`config.mk`:
```
export PLATFORM = sky130hd
export DESIGN_NAME = gf256_multiply_inverse_unit
export DESIGN_NICKNAME = d
export VERILOG_FILES = /design/src/rtl/core/gfmi_pkg.sv /design/src/rtl/core/gfmi_step.sv /design/src/rtl/core/gfmi_datapath.sv /design/src/rtl/core/gfmi_ctrl.sv /design/src/rtl/core/gf256_multiply_inverse_unit.sv
export SDC_FILE = /design/constraint.sdc
export NUM_CORES = 1
export LEC_CHECK = 0
export BUFFER_PORTS_ARGS = -buffer_cell sky130_fd_sc_hd__buf_2
export CAP_MARGIN = 10
export CORE_AREA = 2 2 92 94
export CTS_CLUSTER_SIZE = 30
export DETAILED_ROUTE_END_ITERATION = 12
export DIE_AREA = 0 0 94 96
export PLACE_DENSITY = 0.74
export SLEW_MARGIN = 25
export SYNTH_ARGS = -nofsm -noshare
export SYNTH_HDL_FRONTEND = slang
export SYNTH_SLANG_ARGS = --single-unit
```
`constraint.sdc`:
```
create_clock -name clk_i -period 5.54 [get_ports clk_i]
set_clock_uncertainty 0.15 [all_clocks]
set_input_delay 1.108 -clock clk_i [delete_from_list [all_inputs] [get_ports clk_i]]
set_output_delay 1.108 -clock clk_i [all_outputs]
set_load 0.005 [all_outputs]
```
`src/rtl/core/gfmi_pkg.sv`:
```
// Shared types, constants and helpers for the GF(2^8) multiply / inverse unit.
`default_nettype none

package gfmi_pkg;

  localparam int unsigned ElemW    = 8;
  localparam int unsigned PolyW    = ElemW + 1;
  localparam int unsigned DegW     = $clog2(PolyW);
  localparam int unsigned MulSteps = ElemW;
  localparam int unsigned CntW     = $clog2(MulSteps);

  localparam logic [PolyW-1:0] PolyReset = PolyW'(283);
  localparam logic [PolyW-1:0] PolyTop   = PolyW'(1) << ElemW;

  localparam logic ModeMul = 1'b0;
  localparam logic ModeInv = 1'b1;

  typedef enum logic [1:0] {
    StIdle,
    StMul,
    StInv,
    StFin
  } state_e;

  // Working registers: remainders r0/r1 and Bezout coefficients s0/s1.
  // Multiply reuses r0 as the shifting multiplier, r1 as the multiplicand
  // and s0 as the accumulator.
  typedef struct packed {
    logic [PolyW-1:0] r0;
    logic [PolyW-1:0] r1;
    logic [PolyW-1:0] s0;
    logic [PolyW-1:0] s1;
  } work_t;

  typedef struct packed {
    logic load;
    logic step_en;
    logic out_load;
  } ctrl_t;

  typedef struct packed {
    logic r1_zero;
  } status_t;

  // Index of the highest set bit; zero input gives zero.
  function automatic logic [DegW-1:0] poly_deg(input logic [PolyW-1:0] x);
    logic [DegW-1:0] d;
    d = '0;
    for (int i = 0; i < PolyW; i++) begin
      if (x[i]) begin
        d = DegW'(i);
      end
    end
    return d;
  endfunction

endpackage

`default_nettype wire

```
`src/rtl/core/gfmi_step.sv`:
```
// Shared step unit: one multiply iteration or one Euclid division/swap step.
`default_nettype none

module gfmi_step (
  input  logic                          is_mul_i,
  input  logic [gfmi_pkg::ElemW-1:0]    poly_low_i,
  input  gfmi_pkg::work_t               cur_i,
  output gfmi_pkg::work_t               nxt_o
);

  logic [gfmi_pkg::DegW-1:0]  deg0;
  logic [gfmi_pkg::DegW-1:0]  deg1;
  logic [gfmi_pkg::DegW-1:0]  sh;
  logic                       sub;
  logic [gfmi_pkg::ElemW-1:0] acc_nxt;

  assign deg0 = gfmi_pkg::poly_deg(cur_i.r0);
  assign deg1 = gfmi_pkg::poly_deg(cur_i.r1);
  assign sub  = (cur_i.r0 != '0) && (deg0 >= deg1);
  assign sh   = deg0 - deg1;

  // MSB-first shift-and-add with reduction by the low polynomial bits.
  assign acc_nxt = {cur_i.s0[gfmi_pkg::ElemW-2:0], 1'b0}
                 ^ (cur_i.s0[gfmi_pkg::ElemW-1] ? poly_low_i : '0)
                 ^ (cur_i.r0[gfmi_pkg::ElemW-1] ? cur_i.r1[gfmi_pkg::ElemW-1:0] : '0);

  always_comb begin
    nxt_o = cur_i;
    if (is_mul_i) begin
      nxt_o.r0 = {cur_i.r0[gfmi_pkg::ElemW-1:0], 1'b0};
      nxt_o.s0 = {1'b0, acc_nxt};
    end else if (sub) begin
      // cancel the leading term of r0 with a shifted copy of r1
      nxt_o.r0 = cur_i.r0 ^ (cur_i.r1 << sh);
      nxt_o.s0 = cur_i.s0 ^ (cur_i.s1 << sh);
    end else begin
      // quotient finished: remainder becomes the new divisor
      nxt_o.r0 = cur_i.r1;
      nxt_o.r1 = cur_i.r0;
      nxt_o.s0 = cur_i.s1;
      nxt_o.s1 = cur_i.s0;
    end
  end

endmodule

`default_nettype wire

```
`src/rtl/core/gfmi_datapath.sv`:
```
// Datapath: polynomial register, working registers and result register.
`default_nettype none

module gfmi_datapath (
  input  logic                          clk_i,
  input  logic                          rst_ni,
  input  logic                          cfg_we_i,
  input  logic [gfmi_pkg::PolyW-1:0]    cfg_wdata_i,
  input  logic                          mode_i,
  input  logic [gfmi_pkg::ElemW-1:0]    operand_a_i,
  input  logic [gfmi_pkg::ElemW-1:0]    operand_b_i,
  input  gfmi_pkg::ctrl_t               ctrl_i,
  output gfmi_pkg::status_t             status_o,
  output logic [gfmi_pkg::ElemW-1:0]    result_o,
  output logic                          no_inverse_o
);

  logic [gfmi_pkg::PolyW-1:0] poly_q;
  logic [gfmi_pkg::PolyW-1:0] poly;
  logic                       mode_q;
  gfmi_pkg::work_t            work_q, work_d, work_step;
  logic [gfmi_pkg::PolyW-1:0] s0_red;
  logic [gfmi_pkg::ElemW-1:0] res_d, result_q;
  logic                       flag_d, flag_q;

  always_ff @(posedge clk_i or negedge rst_ni) begin
    if (!rst_ni) begin
      poly_q <= gfmi_pkg::PolyReset;
    end else if (cfg_we_i) begin
      poly_q <= cfg_wdata_i;
    end
  end

  // degree is always eight
  assign poly = poly_q | gfmi_pkg::PolyTop;

  gfmi_step u_step (
    .is_mul_i   (mode_q == gfmi_pkg::ModeMul),
    .poly_low_i (poly[gfmi_pkg::ElemW-1:0]),
    .cur_i      (work_q),
    .nxt_o      (work_step)
  );

  always_comb begin
    work_d = work_q;
    if (ctrl_i.load) begin
      if (mode_i == gfmi_pkg::ModeInv) begin
        work_d.r0 = poly;
        work_d.r1 = {1'b0, operand_a_i};
        work_d.s0 = '0;
        work_d.s1 = gfmi_pkg::PolyW'(1);
      end else begin
        work_d.r0 = {1'b0, operand_a_i};
        work_d.r1 = {1'b0, operand_b_i};
        work_d.s0 = '0;
        work_d.s1 = '0;
      end
    end else if (ctrl_i.step_en) begin
      work_d = work_step;
    end
  end

  always_ff @(posedge clk_i) begin
    work_q <= work_d;
    if (ctrl_i.load) begin
      mode_q <= mode_i;
    end
  end

  assign status_o.r1_zero = (work_q.r1 == '0);

  // Coefficient may reach degree eight: one conditional subtract reduces it.
  assign s0_red = work_q.s0[gfmi_pkg::ElemW] ? (work_q.s0 ^ poly) : work_q.s0;

  always_comb begin
    res_d  = work_q.s0[gfmi_pkg::ElemW-1:0];
    flag_d = 1'b0;
    if (mode_q == gfmi_pkg::ModeInv) begin
      if (work_q.r0 == gfmi_pkg::PolyW'(1)) begin
        res_d = s0_red[gfmi_pkg::ElemW-1:0];
      end else begin
        res_d  = '0;
        flag_d = 1'b1;
      end
    end
  end

  always_ff @(posedge clk_i) begin
    if (ctrl_i.out_load) begin
      result_q <= res_d;
      flag_q   <= flag_d;
    end
  end

  assign result_o     = result_q;
  assign no_inverse_o = flag_q;

endmodule

`default_nettype wire

```
`src/rtl/core/gfmi_ctrl.sv`:
```
// Sequencer: accepts a beat, runs the step unit, hands the result to the output register.
`default_nettype none

module gfmi_ctrl (
  input  logic              clk_i,
  input  logic              rst_ni,
  input  logic              in_valid_i,
  output logic              in_ready_o,
  input  logic              mode_i,
  output logic              out_valid_o,
  input  logic              out_ready_i,
  input  gfmi_pkg::status_t status_i,
  output gfmi_pkg::ctrl_t   ctrl_o
);

  gfmi_pkg::state_e            state_q, state_d;
  logic [gfmi_pkg::CntW-1:0]   cnt_q, cnt_d;
  logic                        out_valid_q, out_valid_d;
  logic                        out_free;
  logic                        mul_last;

  assign out_free = !out_valid_q || out_ready_i;
  assign mul_last = (cnt_q == gfmi_pkg::CntW'(gfmi_pkg::MulSteps - 1));

  always_comb begin
    state_d = state_q;
    case (state_q)
      gfmi_pkg::StIdle: begin
        if (in_valid_i) begin
          state_d = (mode_i == gfmi_pkg::ModeInv) ? gfmi_pkg::StInv : gfmi_pkg::StMul;
        end
      end
      gfmi_pkg::StMul: begin
        if (mul_last) begin
          state_d = gfmi_pkg::StFin;
        end
      end
      gfmi_pkg::StInv: begin
        if (status_i.r1_zero) begin
          state_d = gfmi_pkg::StFin;
        end
      end
      gfmi_pkg::StFin: begin
        if (out_free) begin
          state_d = gfmi_pkg::StIdle;
        end
      end
      default: state_d = gfmi_pkg::StIdle;
    endcase
  end

  always_comb begin
    in_ready_o      = 1'b0;
    ctrl_o.load     = 1'b0;
    ctrl_o.step_en  = 1'b0;
    ctrl_o.out_load = 1'b0;
    case (state_q)
      gfmi_pkg::StIdle: begin
        in_ready_o  = 1'b1;
        ctrl_o.load = in_valid_i;
      end
      gfmi_pkg::StMul: ctrl_o.step_en = 1'b1;
      gfmi_pkg::StInv: ctrl_o.step_en = !status_i.r1_zero;
      gfmi_pkg::StFin: ctrl_o.out_load = out_free;
      default: ctrl_o.load = 1'b0;
    endcase
  end

  always_comb begin
    cnt_d = cnt_q;
    if (ctrl_o.load) begin
      cnt_d = '0;
    end else if (state_q == gfmi_pkg::StMul) begin
      cnt_d = cnt_q + 1'b1;
    end
  end

  always_comb begin
    out_valid_d = out_valid_q;
    if (ctrl_o.out_load) begin
      out_valid_d = 1'b1;
    end else if (out_ready_i) begin
      out_valid_d = 1'b0;
    end
  end

  always_ff @(posedge clk_i or negedge rst_ni) begin
    if (!rst_ni) begin
      state_q     <= gfmi_pkg::StIdle;
      cnt_q       <= '0;
      out_valid_q <= 1'b0;
    end else begin
      state_q     <= state_d;
      cnt_q       <= cnt_d;
      out_valid_q <= out_valid_d;
    end
  end

  assign out_valid_o = out_valid_q;

endmodule

`default_nettype wire

```
`src/rtl/core/gf256_multiply_inverse_unit.sv`:
```
// Top level of the GF(2^8) multiply / inverse unit.
//
// Input channel (in_valid_i / in_ready_o) carries mode_i, operand_a_i and
// operand_b_i; mode 0 multiplies A by B modulo the field polynomial, mode 1
// returns the inverse of A (0 with no_inverse_o set when none exists).
// Output channel (out_valid_o / out_ready_i) carries result_o and
// no_inverse_o, one beat per input beat, in order.
// cfg_we_i / cfg_wdata_i write the field polynomial; bit 8 is always taken
// as set. Write it only while the unit is idle.
// One shared step unit does all the work, one step per cycle:
//   multiply: accept, 8 shift-and-add steps, then the finish state.
//   inverse: accept, one step per quotient bit and one per remainder swap
//   of the Euclid recursion, a step that sees the zero remainder, then
//   the finish state.
// in_ready_o is high only while the sequencer is idle. The result sits in an
// output register, so the next beat is accepted while a result waits; a
// stalled receiver holds the sequencer in its finish cycle once a second
// result is ready.
// Reset clears the sequencer and output valid and restores polynomial 0x11B.
`default_nettype none

module gf256_multiply_inverse_unit (
  input  logic                          clk_i,
  input  logic                          rst_ni,
  input  logic                          cfg_we_i,
  input  logic [gfmi_pkg::PolyW-1:0]    cfg_wdata_i,
  input  logic                          in_valid_i,
  output logic                          in_ready_o,
  input  logic                          mode_i,
  input  logic [gfmi_pkg::ElemW-1:0]    operand_a_i,
  input  logic [gfmi_pkg::ElemW-1:0]    operand_b_i,
  output logic                          out_valid_o,
  input  logic                          out_ready_i,
  output logic [gfmi_pkg::ElemW-1:0]    result_o,
  output logic                          no_inverse_o
);

  gfmi_pkg::ctrl_t   ctrl;
  gfmi_pkg::status_t status;

  gfmi_ctrl u_ctrl (
    .clk_i       (clk_i),
    .rst_ni      (rst_ni),
    .in_valid_i  (in_valid_i),
    .in_ready_o  (in_ready_o),
    .mode_i      (mode_i),
    .out_valid_o (out_valid_o),
    .out_ready_i (out_ready_i),
    .status_i    (status),
    .ctrl_o      (ctrl)
  );

  gfmi_datapath u_datapath (
    .clk_i        (clk_i),
    .rst_ni       (rst_ni),
    .cfg_we_i     (cfg_we_i),
    .cfg_wdata_i  (cfg_wdata_i),
    .mode_i       (mode_i),
    .operand_a_i  (operand_a_i),
    .operand_b_i  (operand_b_i),
    .ctrl_i       (ctrl),
    .status_o     (status),
    .result_o     (result_o),
    .no_inverse_o (no_inverse_o)
  );

  // not ready in the cycle after each accepted beat
  a_busy_after_accept: assert property (@(posedge clk_i) disable iff (!rst_ni)
    (in_valid_i && in_ready_o) |=> !in_ready_o)
    else $error("input accepted twice in a row");

  a_no_inverse_zero: assert property (@(posedge clk_i) disable iff (!rst_ni)
    (out_valid_o && no_inverse_o) |-> (result_o == '0))
    else $error("no_inverse flagged with nonzero result");

  // a new result only comes from a busy sequencer
  a_result_after_work: assert property (@(posedge clk_i) disable iff (!rst_ni)
    $rose(out_valid_o) |-> !$past(in_ready_o))
    else $error("result produced without work");

endmodule

`default_nettype wire
```
# ---- Yosys cells after proc, flatten, opt, wreduce, memory -nomap -nowiden
# Cells that the tools add are included.
# W data, S select, Z words.
dict set report word_totals {
  ff_bits 60
  input_bits 31
  output_inout_bits 11
  word_cells 91
}
dict set report classes {
  add_sub_neg 2
  n_lt_le_gt_ge 1
  n_eq_ne 10
  n_shift 2
  muxes 47
  bitwise 5
  n_reduce_logical 13
}
# operator count
set ops {}
lappend ops {{$mux W36} 3}
lappend ops {{$mux W9} 8}
lappend ops {{$mux W4} 14}
lappend ops {{$mux W8} 5}
lappend ops {{$xor A8 B8 Y8} 3}
lappend ops {{$shl A9 B4 Y9} 2}
lappend ops {{$xor A9 B9 Y9} 2}
lappend ops {{$mux W2} 5}
lappend ops {{$eq A9 B1 Y1 const B} 1}
lappend ops {{$logic_not A9 Y1} 1}
lappend ops {{$reduce_bool A9 Y1} 1}
lappend ops {{$mux W1} 8}
lappend ops {{$pmux W2 S4} 1}
lappend ops {{$reduce_bool A2 Y1} 4}
lappend ops {{$mux W3} 2}
lappend ops {{$ne A2 B1 Y1 const B} 3}
lappend ops {{$eq A2 B2 Y1 const B} 2}
lappend ops {{$ge A4 B4 Y1} 1}
lappend ops {{$ne A2 B2 Y1 const B} 2}
lappend ops {{$reduce_and A4 Y1} 1}
lappend ops {{$sub A4 B4 Y4} 1}
lappend ops {{$add A3 B1 Y3 const B} 1}
lappend ops {{$eq A3 B3 Y1 const B} 1}
lappend ops {{$reduce_and A3 Y1} 1}
lappend ops {{other kinds (6)} 7}

# ---- Logic depth before layout (Yosys ltp)
# Gate-level depths: netlist of the first run.
dict set report logic_depth {
  ltp_word 15
  ltp_mapped 16
  ltp_nobuf 14
}

# ---- Modules after synthesis
# Synthesis of the first run repeated with hierarchy kept, for this count alone.
dict set report hier_totals {
  hier_cells 509
  hier_area_um2 4815.9
}
# mod n_inst cells_each area_each_um2 seq_area_each_um2
set by_module_without_submodules {}
lappend by_module_without_submodules {gfmi_datapath 1 188 2486.1 1586.5}
lappend by_module_without_submodules {gfmi_step 1 283 1923.1 0.0}
lappend by_module_without_submodules {gfmi_ctrl 1 38 406.6 150.1}

# ---- Worst setup path after synthesis of the first run
# No wires, ideal clock.
dict set report synth_timing {
  path_type {register -> register}
  startpoint {register u_datapath.work_q[29] in the netlist's numbering}
  endpoint {register u_datapath.work_q[0] in the netlist's numbering, enable pin}
  setup_ns 0.421
  t_arrival_ns 3.509
  required_time_ns 4.969
  setup_slack_ns 1.460
  stages_incl_launch_ff 15
  n_path_buf 2
  synth_period_minus_slack_ns 4.080
  path_cell_list {edfxtp_1 -> inv_1 -> a21oi_1 -> nor2_1 -> nor2_1 -> nor2_1 -> o21bai_1 -> ha_1 -> fa_1 -> a21boi_0 -> o21ai_0 -> o21a_1 -> buf_2 -> buf_1 -> o31ai_1}
}
dict set report synth_between {
  elab_chain_cells 11
  elab_cells_between_ends 12
  cone_classes {order compare: 1; eq/ne: 1; mux: 7; reduce/logical: 3}
}
# element line_no
set synth_lines {}
lappend synth_lines {{start: declaration} gfmi_datapath.sv:21} ;# gfmi_pkg::work_t work_q, work_d, work_step;
lappend synth_lines {{start signal: assignment} gfmi_datapath.sv:64} ;# work_q <= work_d;
lappend synth_lines {{$mux W4 (7 in series)} gfmi_pkg.sv:50} ;# if (x[i]) begin
lappend synth_lines {{$ge A4 B4 Y1} gfmi_step.sv:19} ;# assign sub = (cur_i.r0 != '0) && (deg0 >= deg1);
lappend synth_lines {{$logic_and A1 B1 Y1 *} gfmi_step.sv:19}
lappend synth_lines {{$ne A2 B2 Y1 (no source line) *} --}
lappend synth_lines {{$reduce_and A3 Y1 (no source line) *} --}
# Mark *: on every way between the ends. The rest lies on a longest branch, timed or not.
# A chain may end at the register's enable or synchronous reset.

# ---- Worst setup path in the final report of the first run
dict set report layout_timing {
  startpoint {register u_datapath.work_q[20] in the netlist's numbering}
  endpoint {register u_datapath.work_q[17] in the netlist's numbering (data pin)}
}
dict set report layout_between {
  elab_chain_cells 14
  elab_cells_between_ends 16
  cone_classes {add/sub: 1; order compare: 1; shift: 1; mux: 11; bitwise: 1; reduce/logical: 1}
}
# element line_no
set layout_lines {}
lappend layout_lines {{$mux W4 * (7 in series)} gfmi_pkg.sv:50}
lappend layout_lines {{$sub A4 B4 Y4} gfmi_step.sv:20} ;# assign sh = deg0 - deg1;
lappend layout_lines {{$shl A9 B4 Y9} gfmi_step.sv:35} ;# nxt_o.s0 = cur_i.s0 ^ (cur_i.s1 << sh);
lappend layout_lines {{$xor A9 B9 Y9} gfmi_step.sv:35}
lappend layout_lines {{$mux W9 *} gfmi_step.sv:32} ;# end else if (sub) begin
lappend layout_lines {{$mux W9 *} gfmi_step.sv:29} ;# if (is_mul_i) begin
lappend layout_lines {{$mux W36 *} gfmi_datapath.sv:58} ;# end else if (ctrl_i.step_en) begin
lappend layout_lines {{$mux W36 *} gfmi_datapath.sv:46} ;# if (ctrl_i.load) begin
# Mark *: on every way between the ends. The rest lies on a longest branch, timed or not. The select of a mux whose other input is x is not followed.

==> results.toml, run 1 <==
[clock_tree]
cts_made_buffers = 9
cts.clk_slew.worst_paths_ns = 0.07
clock_sinks = 60
post_cts_buffers = 0
cts_hold_buf = 0
clock_latency_ns = 0.34
htreeDepth = 3
cts_buffer_depth = 2
post_cts_resized = 0
cts_root_buf = "clkbuf_8"
cts_tree = "yes"

[floorplanning]
die_h_um = 96
die_width_um = 94
start_util_pct = 53.83
core_area_sq_mm = 0.008051
rows = 33
dieArea_sq_mm = 0.009024
io_pins = 42

[cells_and_area]
layout.nets = 507
multi_input_area_sq_mm = 0.002406
drive_above_1_share_pct = 20.04
regArea_sq_mm = 0.001737
nFillCells = 683
synthToLayoutAreaGrowth_pct = 9.065
antenna_cells = 0
utilization_pct = 58.71
final_cells = 574

[logic_synthesis]
ys_types = 56
async_flop_share_pct = 23.33
synth-seq-cells = 60
yosysWarningCount = 0
synth_area_sq_mm = 0.004334
ys.flop_type = "edfxtp_1"
synth_edf_count = 46
synth.avg_cell_area_sq_um = 9.918
seq_area_frac_synth_pct = 40.07
syn_nets = 480
syn_inst = 437

[job]
drv_cap = 0

[min_path]
hold_class = "flip-flop to flip-flop"

[timing]
setup_violations = 0
slew_headroom_pct = 37.32
finalCriticalPeriod_ns = 4.253
slew_violations = 0
worst_pin_slew_ns = 0.9358
setup_ws_ns = 1.287
report.final.hold_viol_count = 0
setup_tns_ns = 0
timing.fmax_mhz = 235.1
rsz0062_at_grt = "false"
fin_crit_sh_pct = 76.77

[routing]
drt_iter0_markers = 530
vias_per_cell = 6.052
wire_per_inst_um = 18.26
vias = 3474
drc_errors = 0
ant_nets = 0
wl_um = 10480
first_pass_iters = 5

[setup_path]
end_kind = "flip-flop"
crit_type = "flip-flop to flip-flop"
cp-start-kind = "flip-flop"
crit_path_max_fanout = 19
crit_required_ns = 5.60
arrival_ns = 4.31

[grt]
antenna_found_initial = 0
grt_use_met1_pct = 34.61
busiest_layer = "met2"
grt-ovfl-total = 0
grt.met3_usage_pct = 4.933
met2_usage_pct = 38.93
grt_usage_pct = 24.95
grt_pass1_vias = 3269
grt_max_degree = 50
grt_pass1_wl_um = 17000

[placement]
dp_cells = 558
io_buffers = 40
gp_congestion = 0.8737
dpl.hpwl_um = 7460
post-place-ws_ns = 1.422

[status]
run_status = "complete, no violations"
critical path, cell delays in order, from the launching register on:
cell      delay (ns)
edfxtp_1        0.49
inv_1           0.10
a21oi_1         0.17
o21bai_1        0.08
a21oi_1         0.15
nor2_1          0.06
ha_1            0.24
fa_1            0.50
a21boi_0        0.15
o21ai_0         0.34
o21a_1          0.66
nand3_1         0.54
nor3_1          0.35
a221o_1         0.14
flip-flops by register name (all words and copies together) (netlist names):
| name | count |
|---|---|
| u_ctrl.cnt_q | 3 |
| u_ctrl.out_valid_o | 1 |
| u_ctrl.state_q | 2 |
| u_datapath.mode_q | 1 |
| u_datapath.no_inverse_o | 1 |
| u_datapath.poly_q | 8 |
| u_datapath.result_o | 8 |
| u_datapath.work_q | 36 |
synth_stat cells, types with 3 or more instances:
library cell | number | share of area (%)
mux2i_1 | 30 | 6.9
dfrtp_1 | 10 | 5.8
dfstp_2 | 4 | 2.4
buf_6 | 3 | 0.78
buf_2 | 4 | 0.46
edfxtp_1 | 46 | 32
nand2_1 | 61 | 5.3
a211oi_1 | 8 | 1.4
mux4_2 | 11 | 5.7
xor2_1 | 17 | 3.4
o22ai_1 | 6 | 0.87
buf_1 | 3 | 0.26
mux2_2 | 11 | 2.9
o211ai_1 | 5 | 0.87
nor2_1 | 37 | 3.2
nor3_1 | 6 | 0.69
xnor2_1 | 21 | 4.2
o21bai_1 | 3 | 0.52
nor4_1 | 4 | 0.58
o21a_1 | 5 | 0.87
ha_1 | 11 | 3.2
a31oi_1 | 7 | 1.0
and2_1 | 11 | 1.6
a21oi_1 | 19 | 2.2
o21ai_0 | 20 | 2.3
inv_1 | 15 | 1.3
clkbuf_1 | 18 | 1.6
nand3_1 | 6 | 0.69
cells in the final DEF, fill, tap and decap left out, types with 2 or more instances in the layout:
cell      instances
clkbuf_8          9
xnor2_1          21
dfstp_2           4
nand3_1           6
mux4_2           11
mux2_2           11
clkinv_1          2
ha_1             11
or2_2             2
nor2_1           37
o21a_1            5
a211oi_1          8
o211ai_1          5
xor2_1           17
nand2_1          61
a21oi_1          19
nor4_1            4
a21o_1            2
o21ai_0          20
a31oi_1           7
o21bai_1          3
and2_1           11
a21oi_2           2
nor2b_1           2
buf_4             5
edfxtp_1         46
mux2i_1          30
buf_2            40
nor3_1            6
clkinv_2          3
inv_1            15
nand4_1           2
dfrtp_1          10
nand2b_1          2
o22ai_1           6
or3_1             2
kinds of logic (layout without fill, tap and decap cells):
group	count (synthesis)	count (layout)	share of synthesized area [%]
mux	52	52	15.50
compound gates	89	89	13.19
xor+xnor	39	39	8.054
buf+inv	44	76	4.532
fa+ha+maj	12	12	3.637
flops	60	60	40.07
simple gates	141	141	15.01
layout make-up:
class	count	share of cell area, %
tap	105	2.779
timing repair buffer	45	5.029
sequential	60	36.74
inverter	15	1.191
multi-input combinational	333	50.90
clock inverter	6	0.6617
clock buffer	10	2.700
layer usage:
metal	up-vias	share of wire (%)
met3	24	8.3
met2	162	47
met1	1658	43
met5	-	0
met4	0	1.9
li1	1630	-
through the flow:
stage,hold slack (ns),area (sq um)
2_1_floorplan,0.3403,4334
3_3_place_gp,0.3512,4568
3_5_place_dp,0.3714,4568
4_1_cts,0.3896,4727
5_1_grt,0.4184,4727
6_report,0.3917,4727
path summary, 6_finish.rpt:
path | from | endpoint | slack (ns) | cells after the start
worst max-delay path | u_datapath.work_q[20] | u_datapath.work_q[17] | 1.29 | 13
worst min-delay path | u_ctrl.out_valid_o | u_ctrl.out_valid_o | 0.39 | 2
min in group asynchronous | rst_ni | u_datapath.poly_q[2] | 0.50 | 1
worst max register to register | u_datapath.work_q[20] | u_datapath.work_q[17] | 1.29 | 13
worst min register to register | u_ctrl.out_valid_o | u_ctrl.out_valid_o | 0.39 | 2
max in group asynchronous | rst_ni | u_datapath.poly_q[4] | 4.46 | 1
Power of run 1 is not shown: default switching activity piles up to over one toggle a cycle in this logic, so the estimate is an artifact.
==> run 2: changes to the inputs <==
CORE_AREA = 2 2 93 95   (was 2 2 92 94)
DIE_AREA = 0 0 95 97   (was 0 0 94 96)
PLACE_DENSITY = 0.75   (was 0.74)
clock period = 3.9 ns   (was 5.54 ns; I/O delays follow)
==> results.toml, run 2 (synthesis results as in run 1) <==
[status]
run_status = "complete, no violations"

[routing]
wire_per_inst_um = 19.16
wl_um = 11380
drt_iter0_markers = 328
vias_per_cell = 6.008
first_pass_iters = 5
ant_nets = 0
vias = 3569
drc_errors = 0

[cells_and_area]
synthToLayoutAreaGrowth_pct = 14.95
regArea_sq_mm = 0.001737
multi_input_area_sq_mm = 0.002431
layout.nets = 527
nFillCells = 655
final_cell_area_sq_mm = 0.004982
largest_reg_flops = 36
top_register = "u_datapath.work_q"
drive_above_1_share_pct = 24.13
antenna_cells = 0
layout_commonest_cell = "nand2_1"
mostFrequentLayoutCells = "61 x nand2_1, 46 x edfxtp_1, 40 x buf_2"
final_cells = 594

[setup_path]
crit_required_ns = 3.85
arrival_ns = 3.72
cp-start-kind = "flip-flop"
critical_path.most_common_cell = "a21oi_1"
cp_slowest_cell = "fa_1"
critPathTopFamily = "compound AO/OA/AOI/OAI gates"
cp.buffers_inverters = 2
crit_type = "flip-flop to flip-flop"
end_kind = "flip-flop"
crit_chain = "inv_1, a21oi_1, o21bai_1, a21oi_1, nor2_1, ha_1, fa_1, a21boi_0, o21ai_0, o21a_1, buf_4, nor2_1, a22oi_1, a21oi_1"
cp_slowest_stage_delay_ns = 0.55
crit_path_max_fanout = 8

[timing]
fin_hold_ws_ns = 0.1683
slew_headroom_pct = 37.24
setup_ws_ns = 0.1280
rsz0062_at_grt = "true"
finalCriticalPeriod_ns = 3.772
timing.fmax_mhz = 265.1
worst_pin_slew_ns = 0.9370
setup_violations = 0
report.final.hold_viol_count = 0
slew_violations = 0
fin_crit_sh_pct = 96.72

[grt]
antenna_found_initial = 0
grt-ovfl-total = 0
grt_pass1_wl_um = 18290
grt_max_degree = 26
grt_usage_pct = 26.09
grt_pass1_vias = 3508

[clock_tree]
cts.clk_slew.worst_paths_ns = 0.07
post_cts_buffers = 0
clock_sinks = 60
clock_latency_ns = 0.35
htreeDepth = 3
cts_buffer_depth = 2
cts_tree = "yes"
cts_made_buffers = 9
cts_root_buf = "clkbuf_8"

[placement]
gp_congestion = 0.8590
io_buffers = 40
dpl.hpwl_um = 8056
post-place-ws_ns = 0.2167
dp_cells = 578
place_area_sq_mm = 0.004718

[floorplanning]
rows = 33
core_area_sq_mm = 0.008134
start_util_pct = 53.28
die_width_um = 95
die_h_um = 97
dieArea_sq_mm = 0.009215
io_pins = 42

[min_path]
hold_class = "input pin to async pin"

[job]
drv_cap = 0
-- run 2: worst register-to-register path: cells and delay by family, from the launching register on --
family	cells	cell delay (ns)
buffers and inverters	2	0.31
AOI/OAI and AO/OA	8	1.76
and+or+nand+nor	2	0.14
DFF	1	0.39
adders and majority gates	2	0.78
-- run 2: path summary, 6_finish.rpt --
check | to | slack (ns) | depth (start not counted) | start
worst min register to register | u_ctrl.out_valid_o | 0.39 | 2 | u_ctrl.out_valid_o
max in group asynchronous | u_datapath.poly_q[4] | 3.14 | 1 | rst_ni
min in group clk_i | u_ctrl.out_valid_o | 0.39 | 2 | u_ctrl.out_valid_o
worst max register to register | u_datapath.work_q[10] | 0.13 | 14 | u_datapath.work_q[20]
worst min-delay path | u_datapath.poly_q[5] | 0.17 | 1 | rst_ni
worst max-delay path | u_datapath.work_q[10] | 0.13 | 14 | u_datapath.work_q[20]
-- run 2: final cells by class --
class                   count  area share, %
repair buffers             65          7.785
clock buffers               9          2.486
multi-input cells         333          48.79
well taps                 105          2.637
clock inverters             7          2.310
flip-flops and latches     60          34.86
inverters                  15          1.130
-- run 2: routing by layer --
layer | up-vias | share of wire [%] | global-route usage (%)
li1 | 1675 | - | -
met5 | - | 0 | 0
met2 | 152 | 48 | 40.97
met3 | 19 | 7.4 | 4.595
met4 | 0 | 1.8 | 9.253
met1 | 1723 | 43 | 36.21
-- run 2: repair_timing --
action | in CTS | in global routing
hold buffers | 0 | 0
gates resized for setup | 0 | 3
endpoints found under the setup margin | 0 | 14
-- run 2: per-stage QoR --
step	TNS [ns]	utilization, %
floorplan	0	-
global placement	0	58.01
detailed placement	0	58.01
CTS	0	60.94
global route	-0.02521	61.25
finish	0	61.25
Power of run 2 is left out for the same reason.
==> run 3: changes to the inputs <==
ABC_AREA = 1   (was unset)
PLACE_DENSITY = 0.76   (was 0.75)
==> results.toml, run 3 <==
[logic_synthesis]
synth-seq-cells = 60
synthMuxAreaShare_pct = 0
yosysTopAreaCellShare_pct = 31.61
synth_xor_area_share_pct = 4.180
synth.avg_cell_area_sq_um = 7.212
yosys.area.top_type = "edfxtp_1"
synth_edf_count = 46
ys_types = 34
synth_top_family_by_area = "simple AND/OR/NAND/NOR gates"
synth_compound_area_share_pct = 14.54
synthSimpleGateAreaFrac_pct = 28.51
synthAdderAreaFrac_pct = 3.607
async_flop_share_pct = 23.33
ys.flop_type = "edfxtp_1"
yosys-top-cells-area = "edfxtp_1 32%, nand2_1 13%, nand3_1 8.5%, inv_1 6.1%, o21ai_0 6.0%"
syn_inst = 606
seq_area_frac_synth_pct = 39.74
synth.most_common_cell = "nand2_1"
yosysWarningCount = 0
synth_area_sq_mm = 0.004370
synth_common_cells = "155 x nand2_1, 74 x nand3_1, 71 x inv_1, 53 x nor2_1, 52 x o21ai_0"
syn_nets = 649

[cells_and_area]
final_cell_area_sq_mm = 0.004845
synthToLayoutAreaGrowth_pct = 10.85
mostFrequentLayoutCells = "155 x nand2_1, 74 x nand3_1, 71 x inv_1"
top_register = "u_datapath.work_q"
drive_above_1_share_pct = 12.62
layout_commonest_cell = "nand2_1"
antenna_cells = 0
layout.nets = 688
largest_reg_flops = 36

[clock_tree]
clock_sinks = 60
cts_buffer_depth = 2
cts.clk_slew.worst_paths_ns = 0.08
clock_latency_ns = 0.35
cts_tree = "yes"
post_cts_resized = 0
cts_made_buffers = 9
post_cts_buffers = 0
cts_root_buf = "clkbuf_8"
cts_hold_buf = 0
htreeDepth = 3

[routing]
vias = 4244
vias_per_cell = 5.621
wl_um = 12160
drt_iter0_markers = 412
ant_nets = 0
wire_per_inst_um = 16.10
first_pass_iters = 5
drc_errors = 0

[setup_path]
r2r_end = "u_datapath.work_q[27]"
critical_path.most_common_cell = "nand2_1"
crit_path_max_fanout = 19
crit_type = "flip-flop to flip-flop"
worst-r2r-setup-slack_ns = 0.51
critPathTopFamily = "compound AO/OA/AOI/OAI gates"
crit_chain = "inv_1, o21ai_0, a21oi_1, o21ai_0, nand2_1, ha_1, fa_1, nand2_1, a21oi_1, o21bai_1, nand2_2, inv_2, nand2_1, o21ai_1, nand2_1"
crit_required_ns = 3.85
reg2regPathDepth = 15
cp_slowest_stage_delay_ns = 0.51
end_kind = "flip-flop"
cp-start-kind = "flip-flop"
arrival_ns = 3.34
cp_num_cells = 15
cp_slowest_cell = "fa_1"
reg2reg_from = "u_datapath.work_q[28]"
cp.buffers_inverters = 2

[placement]
dpl.hpwl_um = 8951
gp_congestion = 0.9116
place_area_sq_mm = 0.004666
io_buffers = 40
post-place-ws_ns = 0.5607

[grt]
grt_max_degree = 29
grt_usage_pct = 27.58
antenna_found_initial = 0
grt-ovfl-total = 0
grt_pass1_wl_um = 19420
grt_pass1_vias = 3921

[timing]
setup_violations = 0
report.final.hold_viol_count = 0
timing.fmax_mhz = 295.1
setup_ws_ns = 0.5111
finalCriticalPeriod_ns = 3.389
fin_crit_sh_pct = 86.90
worst_pin_slew_ns = 0.9893
slew_headroom_pct = 33.74
setup_tns_ns = 0
slew_violations = 0
rsz0062_at_grt = "false"

[min_path]
hold_class = "input pin to async pin"

[job]
drv_cap = 0

[floorplanning]
die_h_um = 97
start_util_pct = 53.73
dieArea_sq_mm = 0.009215
io_pins = 42
rows = 33
core_area_sq_mm = 0.008134
die_width_um = 95

[status]
run_status = "complete, no violations"
## run 3: cell types whose count changed after synthesis, moves of 11 or more
cell and change:
nor2_1 +16, inv_1 +56, mux4_2 -11, nand3_1 +68, nand2_1 +94, mux2i_1 -30
a21oi_1 +19, o21ai_0 +32, mux2_2 -11, xnor2_1 -18, and2_1 -11
## run 3: layout make-up
class	instances	area [sq um]
clock buffers	9	123.9
flip-flops and latches	60	1737
inverters	76	285.3
fillers	763	3289
repair buffers	52	290.3
well taps	105	131.4
multi-input cells	446	2226
clock inverters	7	51.30
## run 3: cells by family (layout without fill, tap and decap cells)
| family | after synthesis | after routing |
|---|---|---|
| xor gates and xnor gates | 20 | 20 |
| buffers and inverters | 100 | 144 |
| adders and majority gates | 12 | 12 |
| AOI/OAI and AO/OA | 117 | 117 |
| DFF | 60 | 60 |
| and+or+nand+nor | 297 | 297 |
## run 3: through the flow
| stage | hold WS [ns] | instances | utilization [%] |
|---|---|---|---|
| final | 0.1586 | 755 | 59.56 |
| after global routing | 0.1696 | 755 | 59.56 |
| after CTS | 0.1601 | 755 | 59.51 |
| after detailed placement | 0.3701 | 739 | 57.36 |
| after global placement | 0.3522 | 739 | 57.36 |
| after floorplan | 0.3344 | 606 | - |
## run 3: how the worst max path moves through the flow
stage / startpoint / endpoint / slack (ns)
after floorplan: u_datapath.work_q[20] / u_datapath.work_q[0] / 0.56
after global placement: u_datapath.work_q[28] / u_datapath.work_q[27] / 0.55
after detailed placement: u_datapath.work_q[28] / u_datapath.work_q[27] / 0.56
after CTS: u_datapath.work_q[28] / u_datapath.work_q[27] / 0.56
after global routing: u_datapath.work_q[28] / u_datapath.work_q[27] / 0.20
final: u_datapath.work_q[28] / u_datapath.work_q[27] / 0.51
## run 3: routing by layer
| layer | GRT usage (%) | part of all wire [%] | up-vias | wire length [um] |
|---|---|---|---|---|
| met2 | 42.66 | 46 | 196 | 5569 |
| li1 | - | - | 2092 | - |
| met5 | 0 | 0 | - | 0 |
| met1 | 38.88 | 44 | 1923 | 5325 |
| met3 | 3.660 | 7.3 | 33 | 892 |
| met4 | 11.37 | 3.0 | 0 | 369 |
Power of run 3 is left out for the same reason.
